===== config.mk =====
export PLATFORM = sky130hd
export DESIGN_NAME = json_lexer_unescape_core_flat
export DESIGN_NICKNAME = d
export VERILOG_FILES = /design/src/jlu_pkg.sv /design/src/jlu_in_if.sv /design/src/jlu_out_if.sv /design/src/jlu_step.sv /design/src/json_lexer_unescape_core.sv /design/src/flat_wrapper.sv
export SDC_FILE = /design/constraint.sdc
export NUM_CORES = 1
export LEC_CHECK = 0
export CAP_MARGIN = 20
export CELL_PAD_IN_SITES_DETAIL_PLACEMENT = 1
export CELL_PAD_IN_SITES_GLOBAL_PLACEMENT = 2
export CORE_ASPECT_RATIO = 1.2
export CORE_MARGIN = 2
export CORE_UTILIZATION = 28
export DETAILED_ROUTE_END_ITERATION = 16
export DONT_BUFFER_PORTS = 1
export HOLD_SLACK_MARGIN = 0.08
export PLACE_DENSITY = 0.61
export SLEW_MARGIN = 20
export SYNTH_ARGS = -nofsm -noshare
export SYNTH_HDL_FRONTEND = slang
export SYNTH_SLANG_ARGS = --single-unit

===== constraint.sdc =====
create_clock -name clk_i -period 7.2 [get_ports clk_i]
set_input_delay 1.08 -clock clk_i [delete_from_list [all_inputs] [get_ports clk_i]]
set_output_delay 1.08 -clock clk_i [all_outputs]
set_load 0.01 [all_outputs]

===== src/jlu_pkg.sv =====
`default_nettype none

package jlu_pkg;

  // code point and hex escape widths
  localparam int unsigned CpWidth  = 21;
  localparam int unsigned HexWidth = 16;

  typedef logic [CpWidth-1:0]  cp_t;
  typedef logic [HexWidth-1:0] hex_acc_t;

  // lexer modes
  typedef enum logic [3:0] {
    M_BETWEEN    = 4'd0,
    M_SLASH      = 4'd1,
    M_BLOCK      = 4'd2,
    M_BLOCK_STAR = 4'd3,
    M_LINE       = 4'd4,
    M_STRING     = 4'd5,
    M_ESCAPE     = 4'd6,
    M_HEX        = 4'd7,
    M_LITERAL    = 4'd8,
    M_SINK       = 4'd9
  } mode_e;

  // token kinds on the result channel
  typedef enum logic [2:0] {
    TK_PUNCT     = 3'd0,
    TK_STR_START = 3'd1,
    TK_STR_CHAR  = 3'd2,
    TK_STR_END   = 3'd3,
    TK_LIT_CHAR  = 3'd4,
    TK_LIT_END   = 3'd5,
    TK_ERROR     = 3'd6,
    TK_DOC_END   = 3'd7
  } tok_kind_e;

  typedef struct packed {
    mode_e      mode;
    logic       quote_kind;
    logic [1:0] hex_count;
    hex_acc_t   hex_accum;
    logic       doc_start;
    logic       after_equals;
  } lex_state_t;

  localparam lex_state_t StateReset = '{
    mode:         M_BETWEEN,
    quote_kind:   1'b0,
    hex_count:    2'd0,
    hex_accum:    '0,
    doc_start:    1'b1,
    after_equals: 1'b0
  };

  typedef struct packed {
    tok_kind_e kind;
    cp_t       value;
  } token_t;

  // tokens caused by one character, at most three
  localparam int unsigned MaxTokens = 3;

  typedef struct packed {
    logic [1:0]               count;
    token_t [MaxTokens-1:0]   tok;
  } res_batch_t;

endpackage

`default_nettype wire


===== src/jlu_in_if.sv =====
`default_nettype none

interface jlu_in_if;
  logic        valid;
  logic        ready;
  logic [20:0] code_point;
  logic        doc_end;

  modport source (output valid, output code_point, output doc_end, input ready);
  modport sink   (input valid, input code_point, input doc_end, output ready);
endinterface

`default_nettype wire


===== src/jlu_out_if.sv =====
`default_nettype none

interface jlu_out_if;
  logic        valid;
  logic        ready;
  logic [2:0]  token_kind;
  logic [20:0] token_value;
  logic        run_last;

  modport source (output valid, output token_kind, output token_value, output run_last,
                  input ready);
  modport sink   (input valid, input token_kind, input token_value, input run_last,
                  output ready);
endinterface

`default_nettype wire


===== src/jlu_step.sv =====
`default_nettype none

module jlu_step import jlu_pkg::*; (
  input  lex_state_t st_i,
  input  cp_t        cp_i,
  input  logic       last_i,
  output lex_state_t st_o,
  output res_batch_t res_o
);

  // characters of interest
  localparam cp_t ChTab    = 21'h00009;
  localparam cp_t ChBs     = 21'h00008;
  localparam cp_t ChLf     = 21'h0000A;
  localparam cp_t ChFf     = 21'h0000C;
  localparam cp_t ChCr     = 21'h0000D;
  localparam cp_t ChSpace  = 21'h00020;
  localparam cp_t ChDquote = 21'h00022;
  localparam cp_t ChHash   = 21'h00023;
  localparam cp_t ChSquote = 21'h00027;
  localparam cp_t ChStar   = 21'h0002A;
  localparam cp_t ChComma  = 21'h0002C;
  localparam cp_t ChSlash  = 21'h0002F;
  localparam cp_t ChColon  = 21'h0003A;
  localparam cp_t ChSemi   = 21'h0003B;
  localparam cp_t ChEquals = 21'h0003D;
  localparam cp_t ChGt     = 21'h0003E;
  localparam cp_t ChLbrack = 21'h0005B;
  localparam cp_t ChBslash = 21'h0005C;
  localparam cp_t ChRbrack = 21'h0005D;
  localparam cp_t ChLbrace = 21'h0007B;
  localparam cp_t ChRbrace = 21'h0007D;
  localparam cp_t ChLowB   = 21'h00062;
  localparam cp_t ChLowF   = 21'h00066;
  localparam cp_t ChLowN   = 21'h0006E;
  localparam cp_t ChLowR   = 21'h00072;
  localparam cp_t ChLowT   = 21'h00074;
  localparam cp_t ChLowU   = 21'h00075;
  localparam cp_t ChBom    = 21'h0FEFF;

  // error numbers
  localparam cp_t ErrComment = 21'd0;
  localparam cp_t ErrEscape  = 21'd1;
  localparam cp_t ErrString  = 21'd2;
  localparam cp_t ErrHex     = 21'd3;

  typedef struct packed {
    logic   emit;
    token_t tok;
    mode_e  mode;
    logic   quote_we;
    logic   quote;
    logic   ae;
  } btw_t;

  typedef struct packed {
    logic       ok;
    logic [3:0] val;
  } hex_dig_t;

  function automatic logic is_ws(cp_t c);
    return c == ChTab || c == ChSpace || c == ChLf || c == ChCr;
  endfunction

  function automatic logic is_punct(cp_t c);
    return c == ChLbrace || c == ChRbrace || c == ChLbrack || c == ChRbrack ||
           c == ChColon || c == ChComma || c == ChSemi || c == ChBslash ||
           c == ChFf || c == ChEquals;
  endfunction

  function automatic logic is_sep(cp_t c);
    return is_punct(c) || c == ChSlash || c == ChHash || is_ws(c);
  endfunction

  function automatic cp_t unescape(cp_t c);
    cp_t r;
    r = c;
    if (c == ChLowT) r = ChTab;
    if (c == ChLowB) r = ChBs;
    if (c == ChLowN) r = ChLf;
    if (c == ChLowR) r = ChCr;
    if (c == ChLowF) r = ChFf;
    return r;
  endfunction

  // digit values: '0'..'9' keep the low nibble, letters add nine
  function automatic hex_dig_t hex_digit(cp_t c);
    hex_dig_t h;
    h.ok  = 1'b0;
    h.val = c[3:0];
    if (c >= 21'h30 && c <= 21'h39) begin
      h.ok = 1'b1;
    end else if ((c >= 21'h41 && c <= 21'h46) || (c >= 21'h61 && c <= 21'h66)) begin
      h.ok  = 1'b1;
      h.val = c[3:0] + 4'd9;
    end
    return h;
  endfunction

  // character seen between tokens
  function automatic btw_t between_f(cp_t c);
    btw_t b;
    b.emit     = 1'b0;
    b.tok.kind = TK_PUNCT;
    b.tok.value = c;
    b.mode     = M_BETWEEN;
    b.quote_we = 1'b0;
    b.quote    = 1'b0;
    b.ae       = 1'b0;
    priority if (is_ws(c)) begin
    end else if (c == ChSlash) begin
      b.mode = M_SLASH;
    end else if (c == ChHash) begin
      b.mode = M_LINE;
    end else if (c == ChDquote || c == ChSquote) begin
      b.emit     = 1'b1;
      b.tok.kind = TK_STR_START;
      b.quote_we = 1'b1;
      b.quote    = (c == ChSquote);
      b.mode     = M_STRING;
    end else if (is_punct(c)) begin
      b.emit = 1'b1;
      b.ae   = (c == ChEquals);
    end else begin
      b.emit     = 1'b1;
      b.tok.kind = TK_LIT_CHAR;
      b.mode     = M_LITERAL;
    end
    return b;
  endfunction

  // one character through the lexer
  always_comb begin
    lex_state_t s;
    btw_t       b;
    hex_dig_t   h;
    hex_acc_t   acc;
    logic [1:0] n;
    token_t [MaxTokens-1:0] toks;
    logic       active;
    logic       use_b;

    s = st_i;
    s.doc_start    = 1'b0;
    s.after_equals = 1'b0;
    n      = 2'd0;
    toks   = '0;
    b      = between_f(cp_i);
    h      = hex_digit(cp_i);
    acc    = {st_i.hex_accum[HexWidth-5:0], h.val};
    active = (st_i.mode <= M_LITERAL);
    use_b  = 1'b0;

    if (!active) begin
      if (last_i) s = StateReset;
    end else begin
      if (st_i.doc_start && cp_i == ChBom) begin
      end else if (st_i.after_equals && cp_i == ChGt && st_i.mode == M_BETWEEN) begin
      end else begin
        unique case (st_i.mode)
          M_BETWEEN: use_b = 1'b1;
          M_SLASH: begin
            if (cp_i == ChStar) begin
              s.mode = M_BLOCK;
            end else if (cp_i == ChSlash) begin
              s.mode = M_LINE;
            end else begin
              toks[n] = '{kind: TK_PUNCT, value: ChSlash};
              n = n + 2'd1;
              use_b = 1'b1;
            end
          end
          M_BLOCK: begin
            if (cp_i == ChStar) s.mode = M_BLOCK_STAR;
          end
          M_BLOCK_STAR: begin
            if (cp_i == ChSlash) s.mode = M_BETWEEN;
            else if (cp_i != ChStar) s.mode = M_BLOCK;
          end
          M_LINE: begin
            if (cp_i == ChCr || cp_i == ChLf) s.mode = M_BETWEEN;
          end
          M_STRING: begin
            if (cp_i == (st_i.quote_kind ? ChSquote : ChDquote)) begin
              toks[n] = '{kind: TK_STR_END, value: cp_i};
              n = n + 2'd1;
              s.mode = M_BETWEEN;
            end else if (cp_i == ChBslash) begin
              s.mode = M_ESCAPE;
            end else begin
              toks[n] = '{kind: TK_STR_CHAR, value: cp_i};
              n = n + 2'd1;
            end
          end
          M_ESCAPE: begin
            if (cp_i == ChLowU) begin
              s.hex_count = 2'd0;
              s.hex_accum = '0;
              s.mode      = M_HEX;
            end else begin
              toks[n] = '{kind: TK_STR_CHAR, value: unescape(cp_i)};
              n = n + 2'd1;
              s.mode = M_STRING;
            end
          end
          M_HEX: begin
            if (!h.ok) begin
              toks[n] = '{kind: TK_ERROR, value: ErrHex};
              n = n + 2'd1;
              s.mode = M_SINK;
            end else if (st_i.hex_count == 2'd3) begin
              toks[n] = '{kind: TK_STR_CHAR, value: {{(CpWidth-HexWidth){1'b0}}, acc}};
              n = n + 2'd1;
              s.hex_count = 2'd0;
              s.hex_accum = '0;
              s.mode      = M_STRING;
            end else begin
              s.hex_accum = acc;
              s.hex_count = st_i.hex_count + 2'd1;
            end
          end
          M_LITERAL: begin
            if (is_sep(cp_i)) begin
              toks[n] = '{kind: TK_LIT_END, value: '0};
              n = n + 2'd1;
              use_b = 1'b1;
            end else begin
              toks[n] = '{kind: TK_LIT_CHAR, value: cp_i};
              n = n + 2'd1;
            end
          end
          default: begin
          end
        endcase

        // separator or fresh character handled between tokens
        if (use_b) begin
          s.mode = b.mode;
          if (b.emit) begin
            toks[n] = b.tok;
            n = n + 2'd1;
          end
          if (b.quote_we) s.quote_kind = b.quote;
          if (b.ae) s.after_equals = 1'b1;
        end
      end

      // close the document
      if (last_i) begin
        unique case (s.mode)
          M_BLOCK, M_BLOCK_STAR: begin
            toks[n] = '{kind: TK_ERROR, value: ErrComment};
            n = n + 2'd1;
          end
          M_ESCAPE, M_HEX: begin
            toks[n] = '{kind: TK_ERROR, value: ErrEscape};
            n = n + 2'd1;
          end
          M_STRING: begin
            toks[n] = '{kind: TK_ERROR, value: ErrString};
            n = n + 2'd1;
          end
          M_SLASH: begin
            toks[n] = '{kind: TK_PUNCT, value: ChSlash};
            n = n + 2'd1;
            toks[n] = '{kind: TK_DOC_END, value: '0};
            n = n + 2'd1;
          end
          M_SINK: begin
          end
          default: begin
            toks[n] = '{kind: TK_DOC_END, value: '0};
            n = n + 2'd1;
          end
        endcase
        s = StateReset;
      end
    end

    st_o       = s;
    res_o.count = n;
    res_o.tok   = toks;
  end

endmodule

`default_nettype wire


===== src/json_lexer_unescape_core.sv =====
`default_nettype none

// Streaming JSON lexer: one Unicode code point per input transaction (doc_end marks the last
// character of a document), tokens out on the result channel with run_last on the final token
// caused by each character. An accepted character is held in the input register, is lexed
// there and its tokens (zero to three) land in a three-entry result queue that drains one token a
// cycle while out_o.ready is high. Plain text streams at one character per cycle while the
// receiver keeps ready high; a character that yields several tokens keeps the queue busy until
// they drain, and the next character that yields tokens waits in the input register until the
// last of them leaves. Characters that yield no token (whitespace, comments, anything after an
// error) never wait on the output side. After doc_end the lexer is back in its reset state.
module json_lexer_unescape_core import jlu_pkg::*; (
  input  wire        clk_i,
  input  wire        rst_ni,
  jlu_in_if.sink     in_i,
  jlu_out_if.source  out_o
);

  // input register
  logic       in_vld_q;
  cp_t        in_cp_q;
  logic       in_last_q;

  // lexer state
  lex_state_t st_q;
  lex_state_t st_d;
  res_batch_t res;

  // result queue
  token_t [MaxTokens-1:0] q_tok_q;
  logic   [MaxTokens-1:0] q_last_q;
  logic   [1:0]           q_cnt_q;

  logic pop;
  logic can_load;
  logic fire;

  jlu_step u_step (
    .st_i   (st_q),
    .cp_i   (in_cp_q),
    .last_i (in_last_q),
    .st_o   (st_d),
    .res_o  (res)
  );

  // handshake control
  assign pop      = (q_cnt_q != 2'd0) && out_o.ready;
  assign can_load = (q_cnt_q == 2'd0) || ((q_cnt_q == 2'd1) && pop);
  assign fire     = in_vld_q && ((res.count == 2'd0) || can_load);
  assign in_i.ready = !in_vld_q || fire;

  // input register
  always_ff @(posedge clk_i or negedge rst_ni) begin
    if (!rst_ni) begin
      in_vld_q <= 1'b0;
    end else if (in_i.ready) begin
      in_vld_q <= in_i.valid;
    end
  end

  always_ff @(posedge clk_i) begin
    if (in_i.ready && in_i.valid) begin
      in_cp_q   <= in_i.code_point;
      in_last_q <= in_i.doc_end;
    end
  end

  // lexer state register
  always_ff @(posedge clk_i or negedge rst_ni) begin
    if (!rst_ni) begin
      st_q <= StateReset;
    end else if (fire) begin
      st_q <= st_d;
    end
  end

  // result queue count
  always_ff @(posedge clk_i or negedge rst_ni) begin
    if (!rst_ni) begin
      q_cnt_q <= 2'd0;
    end else if (fire && res.count != 2'd0) begin
      q_cnt_q <= res.count;
    end else if (pop) begin
      q_cnt_q <= q_cnt_q - 2'd1;
    end
  end

  // result queue payload: load a batch or shift toward the head
  always_ff @(posedge clk_i) begin
    if (fire && res.count != 2'd0) begin
      q_tok_q     <= res.tok;
      q_last_q[0] <= (res.count == 2'd1);
      q_last_q[1] <= (res.count == 2'd2);
      q_last_q[2] <= (res.count == 2'd3);
    end else if (pop) begin
      q_tok_q[0]  <= q_tok_q[1];
      q_tok_q[1]  <= q_tok_q[2];
      q_last_q[0] <= q_last_q[1];
      q_last_q[1] <= q_last_q[2];
    end
  end

  // output side
  assign out_o.valid       = (q_cnt_q != 2'd0);
  assign out_o.token_kind  = q_tok_q[0].kind;
  assign out_o.token_value = q_tok_q[0].value;
  assign out_o.run_last    = q_last_q[0];

  // a single queued token closes its character's run
  a_single_is_last: assert property (@(posedge clk_i) disable iff (!rst_ni)
    (q_cnt_q == 2'd1) |-> q_last_q[0])
    else $error("lone queued token without run_last");

  // a token without run_last always has a successor queued
  a_run_continues: assert property (@(posedge clk_i) disable iff (!rst_ni)
    (q_cnt_q != 2'd0 && !q_last_q[0]) |-> (q_cnt_q == 2'd2 || q_cnt_q == 2'd3))
    else $error("run cut short in result queue");

  // a batch never overwrites undelivered tokens
  a_no_overwrite: assert property (@(posedge clk_i) disable iff (!rst_ni)
    (fire && res.count != 2'd0) |-> (q_cnt_q == 2'd0 || (q_cnt_q == 2'd1 && out_o.ready)))
    else $error("result batch loaded over pending tokens");

  // end of document returns the lexer to its reset state
  a_doc_reset: assert property (@(posedge clk_i) disable iff (!rst_ni)
    (fire && in_last_q) |=> (st_q == StateReset))
    else $error("lexer state not reset after document end");

  // partial hex escape only inside a hex escape or after its failure
  a_hex_count: assert property (@(posedge clk_i) disable iff (!rst_ni)
    (st_q.hex_count != 2'd0) |-> (st_q.mode == M_HEX || st_q.mode == M_SINK))
    else $error("hex digit count outside hex escape");

endmodule

`default_nettype wire


===== src/flat_wrapper.sv =====
// flat-port wrapper written by rule: the top's interface ports become plain ports
module json_lexer_unescape_core_flat import jlu_pkg::*;
  (clk_i, rst_ni, in_i_valid, in_i_code_point, in_i_doc_end, in_i_ready, out_o_valid, out_o_token_kind, out_o_token_value, out_o_run_last, out_o_ready);
  jlu_in_if in_i_i ();
  jlu_out_if out_o_i ();
  input  wire clk_i;
  input  wire rst_ni;
  input wire logic [$bits(in_i_i.valid)-1:0] in_i_valid;
  input wire logic [$bits(in_i_i.code_point)-1:0] in_i_code_point;
  input wire logic [$bits(in_i_i.doc_end)-1:0] in_i_doc_end;
  output wire logic [$bits(in_i_i.ready)-1:0] in_i_ready;
  output wire logic [$bits(out_o_i.valid)-1:0] out_o_valid;
  output wire logic [$bits(out_o_i.token_kind)-1:0] out_o_token_kind;
  output wire logic [$bits(out_o_i.token_value)-1:0] out_o_token_value;
  output wire logic [$bits(out_o_i.run_last)-1:0] out_o_run_last;
  input wire logic [$bits(out_o_i.ready)-1:0] out_o_ready;
  assign in_i_i.valid = in_i_valid;
  assign in_i_i.code_point = in_i_code_point;
  assign in_i_i.doc_end = in_i_doc_end;
  assign in_i_ready = in_i_i.ready;
  assign out_o_valid = out_o_i.valid;
  assign out_o_token_kind = out_o_i.token_kind;
  assign out_o_token_value = out_o_i.token_value;
  assign out_o_run_last = out_o_i.run_last;
  assign out_o_i.ready = out_o_ready;
  json_lexer_unescape_core u_core (.clk_i(clk_i), .rst_ni(rst_ni), .in_i(in_i_i), .out_o(out_o_i));
endmodule

Word-level counts from Yosys, hierarchy flattened
Index checks and enable logic that the tools add are counted.
W data, S select, Z words.
{"block": "op_classes", "n_addsub": 6, "mux": 111, "order_cmp": 13, "n_reduce_logical": 51, "bitwise_logic": 18, "eq_ne": 53}
{"op": "$mux W72", "n": 6}
{"op": "$pmux W72 S5", "n": 1}
{"op": "$and A63 B63 Y63", "n": 4}
{"op": "$not A63 Y63", "n": 4}
{"op": "$eq A21 B6 Y1 const B", "n": 11}
{"op": "$eq A21 B7 Y1 const B", "n": 11}
{"op": "$mux W24", "n": 7}
{"op": "$mux W23", "n": 7}
{"op": "$demux W24 S2", "n": 3}
{"op": "$mux W48", "n": 3}
{"op": "$pmux W24 S5", "n": 1}
{"op": "$mux W21", "n": 5}
{"op": "$eq A21 B4 Y1 const B", "n": 4}
{"op": "$mux W25", "n": 3}
{"op": "$bwmux W72", "n": 1}
{"op": "$mux W4", "n": 18}
{"op": "$and A66 B66 Y66", "n": 1}
{"op": "$not A66 Y66", "n": 1}
{"op": "$and A57 B57 Y57", "n": 1}
{"op": "$not A57 Y57", "n": 1}
{"op": "$mux W18", "n": 3}
{"op": "$ge A21 B7 Y1 const B", "n": 2}
{"op": "$le A21 B7 Y1 const B", "n": 2}
{"op": "$or A9 B9 Y9", "n": 4}
{"op": "44 further kinds", "n": 148}
{"block": "totals", "out_inout_bits": 27, "ff_bits": 121, "elab_cells": 270, "in_bits": 26}

Depth between registers and ports, before layout
Gate-level depths: netlist (run 1).
{"block": "depth", "word_depth": 33, "ltp_mapped": 24, "ltp_nobuf": 21}

Cells and area by module
A second synthesis (run 1) with hierarchy kept.
{"block": "hier_totals", "cells_unflattened": 810, "hier_area_um2": 8217.9}
{"mod": "json_lexer_unescape_core", "area_each_um2": 4948.5, "cells_per_inst": 264, "seq_area_each_um2": 3614.7, "instances": 1}
{"mod": "jlu_step", "area_each_um2": 3269.4, "cells_per_inst": 546, "seq_area_each_um2": 0.0, "instances": 1}

Least setup slack after synthesis (run 1)
No wires, ideal clock.
{"block": "synth_timing", "path_type": "register -> register", "from": "register u_core.in_cp_q[8]", "to": "register u_core.q_tok_q (netlist bit u_core.out_o.token_kind[0]), enable pin", "t_arrival_ns": 5.921, "n_path_buf": 4, "slack_ns": 0.868, "setup_time_ns": 0.411, "path_stages_with_launch": 23, "synth_period_minus_slack_ns": 6.332, "required_ns": 6.789, "path_cell_list": "edfxtp_1 > or4_1 > buf_2 > or4_1 > buf_2 > or4_1 > o22ai_2 > o31a_1 > buf_4 > inv_1 > ha_1 > a21oi_1 > nor2b_1 > clkinv_1 > ha_1 > nor2_1 > a21oi_1 > a22oi_1 > mux2i_2 > nand2_1 > inv_2 > buf_2 > or2_1"}
{"block": "synth_via", "elab_chain_len": 32, "word_cells_on_any_way": 115, "classes_between": "3 x add/sub; 6 x order compare; 26 x eq/ne; 50 x mux; 30 x reduce/logical"}
{"item": "start, declared", "line_no": "json_lexer_unescape_core.sv:21", "rtl": "cp_t in_cp_q;"}
{"item": "start signal, assigned", "line_no": "json_lexer_unescape_core.sv:63", "rtl": "in_cp_q <= in_i.code_point;"}
{"item": "branches (longest 25 deep; another with $ge A21 B7 Y1)"}
{"item": "$mux W2 (*)", "line_no": "jlu_step.sv:249", "rtl": "if (last_i) begin"}
{"item": "$mux W2 (*)", "line_no": "jlu_step.sv:154", "rtl": "if (!active) begin"}
{"item": "$logic_not A2 Y1", "line_no": "json_lexer_unescape_core.sv:49", "rtl": "assign fire = in_vld_q && ((res.count == 2'd0) || can_load);"}
{"item": "$logic_or A1 B1 Y1", "line_no": "json_lexer_unescape_core.sv:49"}
{"item": "$logic_and A1 B1 Y1", "line_no": "json_lexer_unescape_core.sv:49"}
{"item": "$logic_and A1 B1 Y1 (*)", "line_no": "json_lexer_unescape_core.sv:90", "rtl": "if (fire && res.count != 2'd0) begin"}
{"item": "$reduce_bool A2 Y1 (no line) (*)"}
{"item": "end signal, assigned", "line_no": "json_lexer_unescape_core.sv:91", "rtl": "q_tok_q <= res.tok;"}
{"item": "end, declared", "line_no": "json_lexer_unescape_core.sv:30", "rtl": "token_t [MaxTokens-1:0] q_tok_q;"}
Every way passes the cells marked *. The select of a mux whose other input is x is not followed.
A chain may end at the register's enable or synchronous reset.

Final worst setup path (run 1)
{"block": "layout_timing", "from": "register u_core.in_cp_q[8]", "to": "output port in_i_ready"}
{"block": "layout_via", "elab_chain_len": 31, "word_cells_on_any_way": 113, "classes_between": "3 x add/sub; 6 x order compare; 26 x eq/ne; 50 x mux; 28 x reduce/logical"}
{"item": "branches (longest 25 deep; another with $ge A21 B7 Y1)"}
{"item": "$mux W2 (*)", "line_no": "jlu_step.sv:249"}
{"item": "$mux W2 (*)", "line_no": "jlu_step.sv:154"}
{"item": "$logic_not A2 Y1 (*)", "line_no": "json_lexer_unescape_core.sv:49"}
{"item": "$logic_or A1 B1 Y1 (*)", "line_no": "json_lexer_unescape_core.sv:49"}
{"item": "$logic_and A1 B1 Y1 (*)", "line_no": "json_lexer_unescape_core.sv:49"}
{"item": "$logic_or A1 B1 Y1 (*)", "line_no": "json_lexer_unescape_core.sv:50", "rtl": "assign in_i.ready = !in_vld_q || fire;"}
{"item": "end, declared", "line_no": "flat_wrapper.sv:11", "rtl": "output wire logic [$bits(in_i_i.ready)-1:0] in_i_ready;"}
Marked as above.

==> impl.org, run 1 <==
** Timing
- Count of final setup violators :: 0
- Pin slew with the least headroom to its limit :: 947 ps
- The clock period could shrink to 6820 ps.
- Post-route clock skew :: 17.4 ps
- Period utilization :: 94.7%
- Max Fclk :: 147 MHz
- The number of hold violations in the final report was 0.
- Total count of max-transition violations in the final report :: 0
- Remaining max-slew budget at the tightest pin :: 36.0%
- Hold timing on the final database bottoms out at a slack of 404 ps.
- RSZ-0062 raised after global routing :: false
- For the final routed database, the setup TNS stands at 0 ps.

** Yosys
- The synthesized design devotes to its leading area cell type 36.1% of total area.
- Yosys printed 0 warnings.
- Number of synthesized flops with an enable pin :: 78
- Register bit total from synthesis :: 102
- Number of nets in the synthesized netlist :: 718
- In the post-synthesis netlist, the biggest area contributors are edfxtp_1, dfrtp_1, nand2_1.
- Share of synthesized cell area in and, or, nand and nor gates :: 21.2%
- Of the total synthesized cell area, the portion taken by XOR and XNOR cells is 0.405%.
- By area, the combinational part of the netlist is dominated by compound AO/OA/AOI/OAI gates.
- Share of synthesized cell area in full adder, half adder and majority cells :: 2.70%
- The largest total area in the synthesized netlist belongs to edfxtp_1.
- Post-synthesis cell type count :: 81
- After synthesis, flip-flops and latches occupy 45.3% of the total area.
- Post-Syn Area :: 0.00649 mm²
- After synthesis, the share of flip-flops with an asynchronous set or reset is 23.5%.
- Of the post-synthesis cell area, the part taken by muxes is 1.41%.
- Among all flip-flop cells after synthesis, the most frequent one is edfxtp_1.
- After synthesis, the mean cell area works out to 9.58 µm².
- Cells after synthesis :: 678
- Compound-cell area share of the yosys netlist :: 22.2%

** Clock network
- Latest clock arrival within the worst-skew pair :: 360 ps
- After clock tree synthesis, the clock-pin slew on the worst setup and hold paths is 90 ps.
- In this run, post-CTS hold repair placed 0 buffers.
- Largest buffer count on any clock path :: 2
- Clock tree sinks :: 102
- TritonCTS built the clock tree.
- CTS H-tree depth :: 3
- Clock tree root buffer cell :: clkbuf_16
- Number of setup buffers added after CTS :: 0
- The number of gates resized after CTS was 0.
- TritonCTS created 9 clock buffers.

** Routing
- In the final routed layout, each cell accounts on average for 23.9 µm.
- Sum of routed wire length over all layers :: 23200 µm
- For this run, design rule violations remaining after detail routing come to 0.
- Using the TritonRoute via totals, the vias-per-cell ratio works out to 5.62.
- In this run, the number of DRC markers left after iteration 0 of detailed routing was 459.
- Across all layers, the routed design uses 5454 vias.
- The count of nets left with antenna violations once routing finished came out at 0.
- Number of iterations in the first detailed-routing pass :: 6

** Worst hold path
- In this run the worst hold path is classified as in -> async.

** Die
- 53 I/O pins were placed.
- From bottom edge to top edge, the die measures 171 µm.
- Number of rows in the core area :: 61
- Die X :: 143 µm
- The core region is 0.0230 mm².
- Initial standard-cell utilization of the core :: 28.3%
- The die covers 0.0244 mm².

** Power and ir drop
- Internal power summed over all cells :: 1.57 mW
- Clk pwr share :: 18.5%
- Across the VDD grid, the largest voltage drop is 0.198 mV.
- In this run, flip-flops and latches consume 39.7% of the power.
- Leakage :: 2.55 nW
- In this run the power density over the cells is 398 mW/mm².
- Sw power :: 1.24 mW
- Switching share of power :: 44.2%
- Total power consumption of the routed design :: 2.81 mW
- Part of the power in combinational logic :: 41.8%

** Final layout
- Layout cell share with drive strength beyond 1 :: 10.7%
- In the layout the commonest cells are edfxtp_1, nand2_1, nor2_1, o21ai_0, a21oi_1.
- Most frequent standard cell in the layout excluding fill and tap cells :: edfxtp_1
- N_diodes :: 0
- P&R area growth vs syn :: 8.63%
- At the end of the flow, the number of nets in the layout was 690.

** GRT
- Vias in the first global route :: 5742
- Total track usage :: 19.5%
- Summed over all layers, the global routing overflow is 0.
- The number of antenna violations at the first check in global routing was 0.
- The first global-routing pass estimated 35600 µm of wire.
- Pin count of the biggest net entering global routing :: 49

** Place
- Buffers placed on the I/O ports in this run total 0.
- GP Congestion :: 0.901
- Half-perimeter wire length after placement :: 17100 µm

** Critical path
- The setup path with the least slack is of type reg -> out.
- STA classifies the critical path endpoint as an output port.
- Startpoint Class :: flip-flop
- Crit path required time :: 6120 ps
- Data on the critical path arrives at its endpoint at 5740 ps.
- In this run the worst path has a maximum fanout of 15.
- The worst register-to-register path has a depth of 21.

** Run
- Max Cap Viol :: 0

** Status
- Result of the run :: completed
## cell type report
type	instances	area [µm²]
Tap cell	315	394
Clock inverter	7	86.3
Clock buffer	9	225
Sequential cell	102	2940
Inverter	21	78.8
Multi-Input combinational cell	489	3120
Fill cell	2651	15900
Timing Repair Buffer	27	203
## cell families after synthesis
logic type               Yosys count
flip-flops                       102
adder cells (fa/ha/maj)           14
AND/OR/NAND/NOR                  258
buffers and inverters             87
multiplexers                       8
XOR/XNOR                           3
AO/OA/AOI/OAI                    206
## flip-flops by register name, indices dropped and copies added (netlist names)
signal and flops:
u_core.q_tok_q 29, u_core.in_cp_q 21, u_core.out_o.token_value 21, u_core.st_q 21, u_core.out_o.token_kind 3, u_core.q_last_q 3, u_core.q_cnt_q 2, u_core.in_last_q 1
u_core.in_vld_q 1
## per-stage QoR
step	worst slack (ps)	instances	util, %	instance area (µm²)
final	381	970	30.7	7050
after global routing	61.2	970	30.7	7050
after CTS	245	969	30.7	7040
after detailed placement	488	953	29.3	6730
after global placement	763	953	29.3	6730
after floorplan	868	678	-	6490
## critical path, stage by stage (launching register included)
cell and delay (ps):
edfxtp_1 450, or4_1 740, or4_1 570, buf_4 210, or4_1 560, o22ai_2 160, buf_4 190, o31a_1 190
inv_1 60, ha_1 290, a21oi_1 70, nor2b_2 260, clkinv_1 280, ha_1 380, nor2_1 170, a21oi_1 60
a22oi_1 210, mux2i_2 150, and2_4 230, nand2_1 150
## worst paths after layout
check	from	to	slack, ps
setup / recovery	u_core.in_cp_q[8]	in_i_ready	380
hold / removal	rst_ni	u_core.q_cnt_q[1]	400
setup reg to reg	u_core.in_cp_q[8]	u_core.q_tok_q[34]	430
hold reg to reg	u_core.st_q[10]	u_core.st_q[10]	510
max in group asynchronous	rst_ni	u_core.st_q[1]	6610
min in group clk_i	u_core.st_q[10]	u_core.st_q[10]	510
## Yosys cell counts (all sizes together) (6+ instances only)
| cell type | n |
|---|---|
| and3 | 20 |
| clkbuf | 30 |
| or4 | 9 |
| ha | 14 |
| nand2 | 64 |
| nand2b | 11 |
| o21ai | 41 |
| a21o | 7 |
| o211ai | 6 |
| edfxtp | 78 |
| nor3 | 21 |
| buf | 36 |
| a22oi | 14 |
| nand3 | 17 |
| a21oi | 39 |
| nand4 | 16 |
| o22ai | 6 |
| and2 | 9 |
| inv | 20 |
| a22o | 16 |
| a211oi | 9 |
| nor2b | 11 |
| dfrtp | 23 |
| nor4 | 12 |
| a31oi | 16 |
| or3 | 6 |
| nor2 | 42 |
## metal layers
metal	track usage, %	up-vias	wire, µm
met5	0	-	0
met4	6.67	0	558
met3	2.43	36	632
met2	34.9	117	12100
met1	24.0	2793	9880
li1	-	2508	-
## power groups by stage
stage	logic, mW	clock network, mW	registers (mW)
floorplan	0.965	0	1.02
global placement	1.15	0	1.12
detailed placement	1.18	0	1.13
CTS	1.19	0.537	1.12
global route	1.31	0.556	1.15
finish	1.17	0.519	1.11
(Power assumes the default switching activity.)
==> inputs of run 2 (changes only) <==
- CORE_MARGIN: 2 -> default
- clock period: 7.2 -> 8.2 ns (I/O delays scaled with it)
==> impl.org, run 2 (synthesized netlist as in run 1, its figures left out) <==
** Status
- The flow ran to the end, and the final reports show no timing, DRC or antenna violations.

** Routing
- Starting DRC count in detailed routing :: 339 (-26%)
- The remaining routing DRC violations is 0 (unchanged).
- Routed wire length per instance :: 23.6 µm (-1.2%)
- The average via count per standard cell came to 5.64 (+0.23%).
- Sum of routed wire length over all layers :: 22500 µm (-3.0%)
- Count of nets left with antenna violations after detail routing :: 0 (unchanged)
- The count of vias placed by the detailed router is 5365 (-1.6%).
- The number of optimization iterations in the first detailed-route pass came to 4 (-2).

** Clock network
- Worst-path clk slew :: 80 ps (about the same)
- CTS tree :: built
- The number of buffers inserted to repair setup after CTS is 0 (unchanged).
- The source-to-sink clock delay at the later pin of the worst-skew pair is 360 ps (about the same).
- The level count of the clock H-tree came to 3 (unchanged).
- Number of buffers added by the clock tree synthesis step :: 9 (unchanged)
- The hold buffer count at CTS is 0 (unchanged).
- The clock sink count was 102 (unchanged).
- Largest buffer count on any clock path :: 2 (unchanged)
- The count of instances resized after the clock tree is built was 0 (unchanged).
- CTS placed an instance of clkbuf_16 at the clock tree root.

** Power and ir drop
- Clk pwr share :: 18.6% (about the same)
- Part of the power in combinational logic :: 41.5% (-0.3 points)
- Portion of total power attributed to sequential cells :: 39.9% (+0.2 points)
- Internal power summed over all cells :: 1.36 mW (-13%)
- The areal power density over the cells is 352 mW/mm² (-12%).
- Sw power :: 1.09 mW (-12%)
- The worst ir drop on vdd is 0.132 mV (-33%).
- The switching power share of the total was 44.4% (+0.13 points).
- The leakage power of the design came to 2.49 nW (-2.5%).
- The total power came to 2.45 mW (-13%).

** Critical path
- The worst setup path is launched from a flip-flop.
- The worst register-to-register path ends at u_core.q_tok_q[33].
- Worst R2R Setup Slack :: 800 ps (+370 ps)
- Launch instance of the worst register-to-register path :: u_core.in_cp_q[8]
- The required time at the endpoint of the critical path is 6970 ps (+850 ps).
- Element type at the critical path end :: output port
- Critical path data arrival time :: 6500 ps (+760 ps)
- Classification of the worst setup path :: reg -> out
- The worst reg-to-reg path cell count is 19 (-9.5%).
- Biggest fanout along the worst timing path :: 15 (unchanged)

** GRT
- The remaining global-route overflow is 0 (unchanged).
- The largest net degree at the start of global routing was 38 (-22%).
- Total track usage :: 19.6% (+0.10 points)
- The number of antenna violations at the first check in global routing came to 1 (+1).
- First-pass GRT wire length :: 34700 µm (-2.7%)
- Vias in the first global route :: 5530 (-3.7%)

** Die
- Chip Height :: 169 µm (-1.2%)
- The total core area was 0.0226 mm² (-1.6%).
- Total die area :: 0.0238 mm² (-2.6%)
- Number of top-level pins :: 53 (unchanged)
- The starting utilization of the core area came to 28.7% (+0.47 points).
- Number of rows in the core area :: 60 (-1.6%)
- The width of the die came to 141 µm (-1.4%).

** Final layout
- The proportion of layout cells with a drive suffix above 1 came to 8.88% (-1.8 points).
- Fill cell total of the finished layout :: 2536 (-4.3%)
- The count of inserted antenna diode cells is 0 (unchanged).
- u_core.q_tok_q holds more flip-flops than any other register.
- Final net count :: 677 (-1.9%)
- Flip-flop count of the largest register after layout :: 29 (unchanged)
- The storage element area was 0.00294 mm² (unchanged).
- Commonest non-fill, non-tap cells in the layout :: edfxtp_1, nand2_1, nor2_1, o21ai_0, a21oi_1
- The area of combinational cells with multiple inputs was 0.00314 mm² (+0.60%).
- The area growth from synthesis to layout is 7.40%.
- Leaving out fill and tap cells, the most frequent cell in the layout is edfxtp_1.

** Place
- IO buf count :: 0 (unchanged)
- GP Congestion :: 0.897 (-0.54%)
- The half-perimeter wire length of the detailed placement result came to 17200 µm (+0.63%).

** Timing
- Remaining max-slew budget at the tightest pin :: 17.8% (-18 points)
- The worst-case clock skew came to 14.8 ps (-2.60 ps).
- Total count of max-transition violations in the final report :: 0 (unchanged)
- Period utilization :: 94.2%
- Max Fclk :: 129 MHz
- RSZ-0062 raised after global routing :: false
- The transition at the pin with the smallest max-transition slack was 1220 ps (+275 ps).
- Hold Fails Final Rpt :: 0 (unchanged)
- Setup tns final :: 0 ps (unchanged)
- Post-layout min period :: 7730 ps
- Count of final setup violators :: 0 (unchanged)

** Run
- Max Cap Viol :: 0 (unchanged)

** Worst hold path
- The startpoint identified for the worst hold timing path is u_core.st_q[10].
- Worst Hold Endpoint :: u_core.st_q[10]
- Along the worst hold path, the cell count comes to 1.
- Type of the worst min-delay path :: reg -> reg
## run 2: power groups by stage
stage               Sequential (mW)  Combinational, mW  Clock [mW]
CTS                           0.982               1.02       0.466
global route                   1.00               1.12       0.482
finish                        0.978               1.02       0.456
floorplan                     0.891              0.847           0
detailed placement            0.993               1.02           0
global placement              0.987              0.998           0
## run 2: final cells by class
cell class	count	area share (%)
Multi-Input combinational cell	489	45.0
Sequential cell	102	42.2
Tap cell	310	5.56
Clock buffer	9	3.23
Timing Repair Buffer	14	1.51
Clock inverter	7	1.31
Inverter	21	1.13
## run 2: per-stage QoR
stage / cells / util [%] / hold WS [ps] / instance area (µm²) / setup WS (ps)
final: 952 / 30.9 / 523 / 6970 / 475
after global routing: 952 / 30.9 / 540 / 6970 / 46.2
after CTS: 952 / 30.8 / 526 / 6960 / 521
after detailed placement: 936 / 29.4 / 503 / 6650 / 858
after global placement: 936 / 29.4 / 495 / 6640 / 1090
after floorplan: 678 / - / 467 / 6490 / 1870
## run 2: how the worst max path moves through the flow
stage	to	from
global placement	u_core.q_tok_q[38]	u_core.in_cp_q[8]
detailed placement	u_core.q_tok_q[38]	u_core.in_cp_q[8]
finish	in_i_ready	u_core.in_cp_q[8]
global route	in_i_ready	u_core.in_cp_q[8]
floorplan	u_core.out_o.token_kind[0]	u_core.in_cp_q[8]
CTS	in_i_ready	u_core.in_cp_q[8]
## run 2: per-layer routing
layer  vias up  wire length [µm]  GRT usage, %
met5         -                10             0
met4         2               716          7.14
met3        42               835          3.08
met2       130             11300          34.2
met1      2702              9640          24.4
li1       2489                 -             -
## run 2: critical path, stage by stage, from the launching register on
cell and delay, ps:
edfxtp_1 430, or4_1 740, or4_1 850, or4_1 640, o22ai_2 420, o31a_1 510
inv_1 100, ha_1 310, a21oi_1 50, nor2b_1 390, clkinv_1 340, ha_1 380
nor2_1 170, a21oi_1 60, a22oi_1 220, mux2i_2 150, and2_4 220, nand2_1 150
==> inputs of run 3 (changes only) <==
--- a/config.mk
+++ b/config.mk
@@ -15,2 +15,3 @@
 export HOLD_SLACK_MARGIN = 0.08
+export MAX_ROUTING_LAYER = met4
 export PLACE_DENSITY = 0.61
--- a/constraint.sdc
+++ b/constraint.sdc
@@ -3,2 +3,2 @@
 set_output_delay 1.23 -clock clk_i [all_outputs]
-set_load 0.01 [all_outputs]
+set_load 0.05 [all_outputs]
==> impl.org, run 3 (synthesized netlist as in run 1, its figures left out) <==
** Timing
- Count of final setup violators :: 0 (unchanged)
- The final setup TNS is 0 ps (unchanged).
- The transition at the pin with the smallest max-transition slack was 1080 ps (-143 ps).
- The worst-case clock skew was 17.6 ps (+2.80 ps).
- The total count of max-transition violations in the final report was 0 (unchanged).
- Post-layout min period :: 7630 ps (-94.6 ps)
- Max Fclk :: 131 MHz (+1.2%)
- The final hold slack was 504 ps (-19.1 ps).
- RSZ-0062 raised after global routing :: false
- Period utilization :: 93.1% (-1.2 points)
- The number of hold violations in the final report is 0 (unchanged).
- Final setup slack of the worst path :: 569 ps (+94.6 ps)
- The worst slew slack as a fraction of its limit is 27.7% (+9.9 points).

** GRT
- The largest net degree at the start of global routing was 38 (unchanged).
- Layer carrying the most global-route usage :: met2
- The global-route wire length before repair is 35000 µm (+1.0%).
- Global routing usage on met3 :: 2.69% (-0.40 points)
- The number of antenna violations at the first check in global routing is 0 (-1).
- The met2 routing resource usage after global routing is 35.1% (+0.91 points).
- Met1 GRT Util :: 24.7% (+0.31 points)
- Total track usage :: 20.3% (+0.75 points)
- The via count of the first global-routing pass is 5652 (+2.2%).
- Remaining global-route overflow :: 0 (unchanged)

** Clock network
- The CTS buffer count was 9 (unchanged).
- The hold buffer count at CTS was 0 (unchanged).
- In this run the clock root is driven by a clkbuf_16.
- The source-to-sink clock delay at the later pin of the worst-skew pair is 370 ps (about the same).
- Worst-path clk slew :: 80 ps (about the same)
- The count of instances resized after the clock tree is built came to 0 (unchanged).
- CTS tree :: built
- The deepest clock path buffer count is 2 (unchanged).
- The level count of the clock H-tree was 3 (unchanged).
- Clock tree sinks :: 102 (unchanged)
- Number of setup buffers added after CTS :: 0 (unchanged)

** Die
- Number of top-level pins :: 53 (unchanged)
- Total die area :: 0.0238 mm² (unchanged)
- Area of the placeable core :: 0.0226 mm² (unchanged)
- Number of rows in the core area :: 60 (unchanged)
- Die X :: 141 µm (unchanged)
- Chip Height :: 169 µm (unchanged)
- The starting utilization of the core area came to 28.7% (unchanged).

** Final layout
- Layout cell share with drive strength beyond 1 :: 9.44% (+0.56 points)
- Most flops, register :: u_core.q_tok_q
- Compared with the post-synthesis result, the final layout area differs by 7.51%.
- The library cell used most frequently in the layout, excluding fill and tap cells, is edfxtp_1.
- The number of filler instances in the final layout was 2562 (+1.0%).
- The net total in the final layout is 681 (+0.59%).
- N_diodes :: 0 (unchanged)
- Leaving out fill and tap cells, the most frequent cells in the layout are edfxtp_1, nand2_1, nor2_1, o21ai_0, a21oi_1.
- The storage element area was 0.00294 mm² (unchanged).
- Flip-flop count of the largest register after layout :: 29 (unchanged)
- The area of combinational cells with multiple inputs is 0.00313 mm² (-0.48%).

** Critical path
- Critical path data arrival time :: 6400 ps (-100 ps)
- Element type at the critical path end :: output port
- Classification of the worst setup path :: reg -> out
- Slowest CP cell :: or4_1
- The kind of cell with the highest combined delay along the critical path is simple AND/OR/NAND/NOR gates.
- Buffers plus inverters on the worst setup path :: 4 (+2)
- By instance count, the cell type seen most on the critical path is or4_1.
- Startpoint Class :: flip-flop
- Crit path required time :: 6970 ps (about the same)
- The longest individual stage delay on the worst path came to 750 ps (-100 ps).
- Critical path, cell by cell :: or4_1, or4_1, buf_4, or4_1, o22ai_2, o31a_1, buf_4, inv_1, ha_1, a21oi_1, nor2b_1, clkinv_1, ha_1, nor2_1, a21oi_1, a22oi_1, mux2i_2, and2_4, nand2_1
- The maximum net fanout on the critical path is 15 (unchanged).

** Power and ir drop
- Maximum VDD drop :: 0.119 mV (-10%)
- Leakage :: 2.51 nW (+0.69%)
- Total power consumption of the routed design :: 2.66 mW (+8.6%)
- Power density of the placed cells :: 381 mW/mm² (+8.5%)

** Place
- The post-placement worst setup slack is 887 ps (+28.9 ps).
- The count of input and output buffers is 0 (unchanged).
- The last weighted congestion value of the routability-driven placer came to 0.876 (-2.3%).
- Half-perimeter wire length after placement :: 17300 µm (+0.74%)

** Routing
- Routed wire length per instance :: 23.8 µm (+0.69%)
- The number of DRC violations after detailed-routing iteration 0 is 294 (-13%).
- The number of optimization iterations in the first detailed-route pass came to 5 (+1).
- Remaining routing DRC violations :: 0 (unchanged)
- Sum of routed wire length over all layers :: 22700 µm (+1.1%)
- Average via count per standard cell :: 5.55 (-1.6%)
- Count of nets left with antenna violations after detail routing :: 0 (unchanged)
- The count of vias placed by the detailed router was 5304 (-1.1%).

** Status
- Result of the run :: completed

** Run
- Max Cap Viol :: 0 (unchanged)

** Worst hold path
- Type of the worst min-delay path :: reg -> reg
==> run 3: cell types whose count changed in the layout (fill, tap and decap cells not counted), sizes merged <==
cell | previous run | this run
buf | 14 | 18
clkinv | 6 | 4
inv | 22 | 24
==> run 3: power breakdown <==
group          internal, mW  switching (mW)
registers             0.834           0.340
logic                 0.314           0.716
clock network         0.221           0.238
total                  1.37            1.29
==> run 3: worst register-to-register path, stage by stage, from the launching register on <==
cell and delay (ps):
edfxtp_1 440, or4_1 750, or4_1 600, buf_4 210
or4_1 560, o22ai_2 400, o31a_1 180, buf_4 170
inv_1 60, ha_1 290, a21oi_1 60, nor2b_1 400
clkinv_1 340, ha_1 380, nor2_1 180, a21oi_1 60
a22oi_1 220, mux2i_2 150, and2_4 220, nand2_1 390
and2_1 580, buf_4 360
==> run 3: path summary, 6_finish.rpt <==
kind,startpoint,to,slack (ps),depth (start not counted)
min reg2reg,u_core.st_q[10],u_core.st_q[10],500,1
min in group asynchronous,rst_ni,u_core.in_vld_q,540,0
min,u_core.st_q[10],u_core.st_q[10],500,1
max in group asynchronous,rst_ni,u_core.st_q[1],7470,0
max reg2reg,u_core.in_cp_q[8],u_core.in_cp_q[13],910,21
max,u_core.in_cp_q[8],in_i_ready,570,19
==> run 3: metal layers <==
layer | routed length (µm) | part of all wire, %
met1 | 9960 | 44
met2 | 11500 | 51
met3 | 752 | 3.3
met4 | 493 | 2.2
met5 | 0 | 0
==> run 3: metrics by stage <==
stage	utilization [%]	std cells	area (µm²)
detailed placement	29.5	940	6670
global placement	29.5	940	6670
global route	30.9	956	6980
floorplan	-	678	6490
CTS	30.9	956	6980
finish	30.9	956	6980
==> run 3: area by class of cell <==
cell class                 instances  area share [%]
multi-input combinational        489            44.8
tap                              310            5.56
sequential                       102            42.2
clock buffer                       9            3.23
timing repair buffer              18            1.94
clock inverter                     7            1.20
inverter                          21            1.13
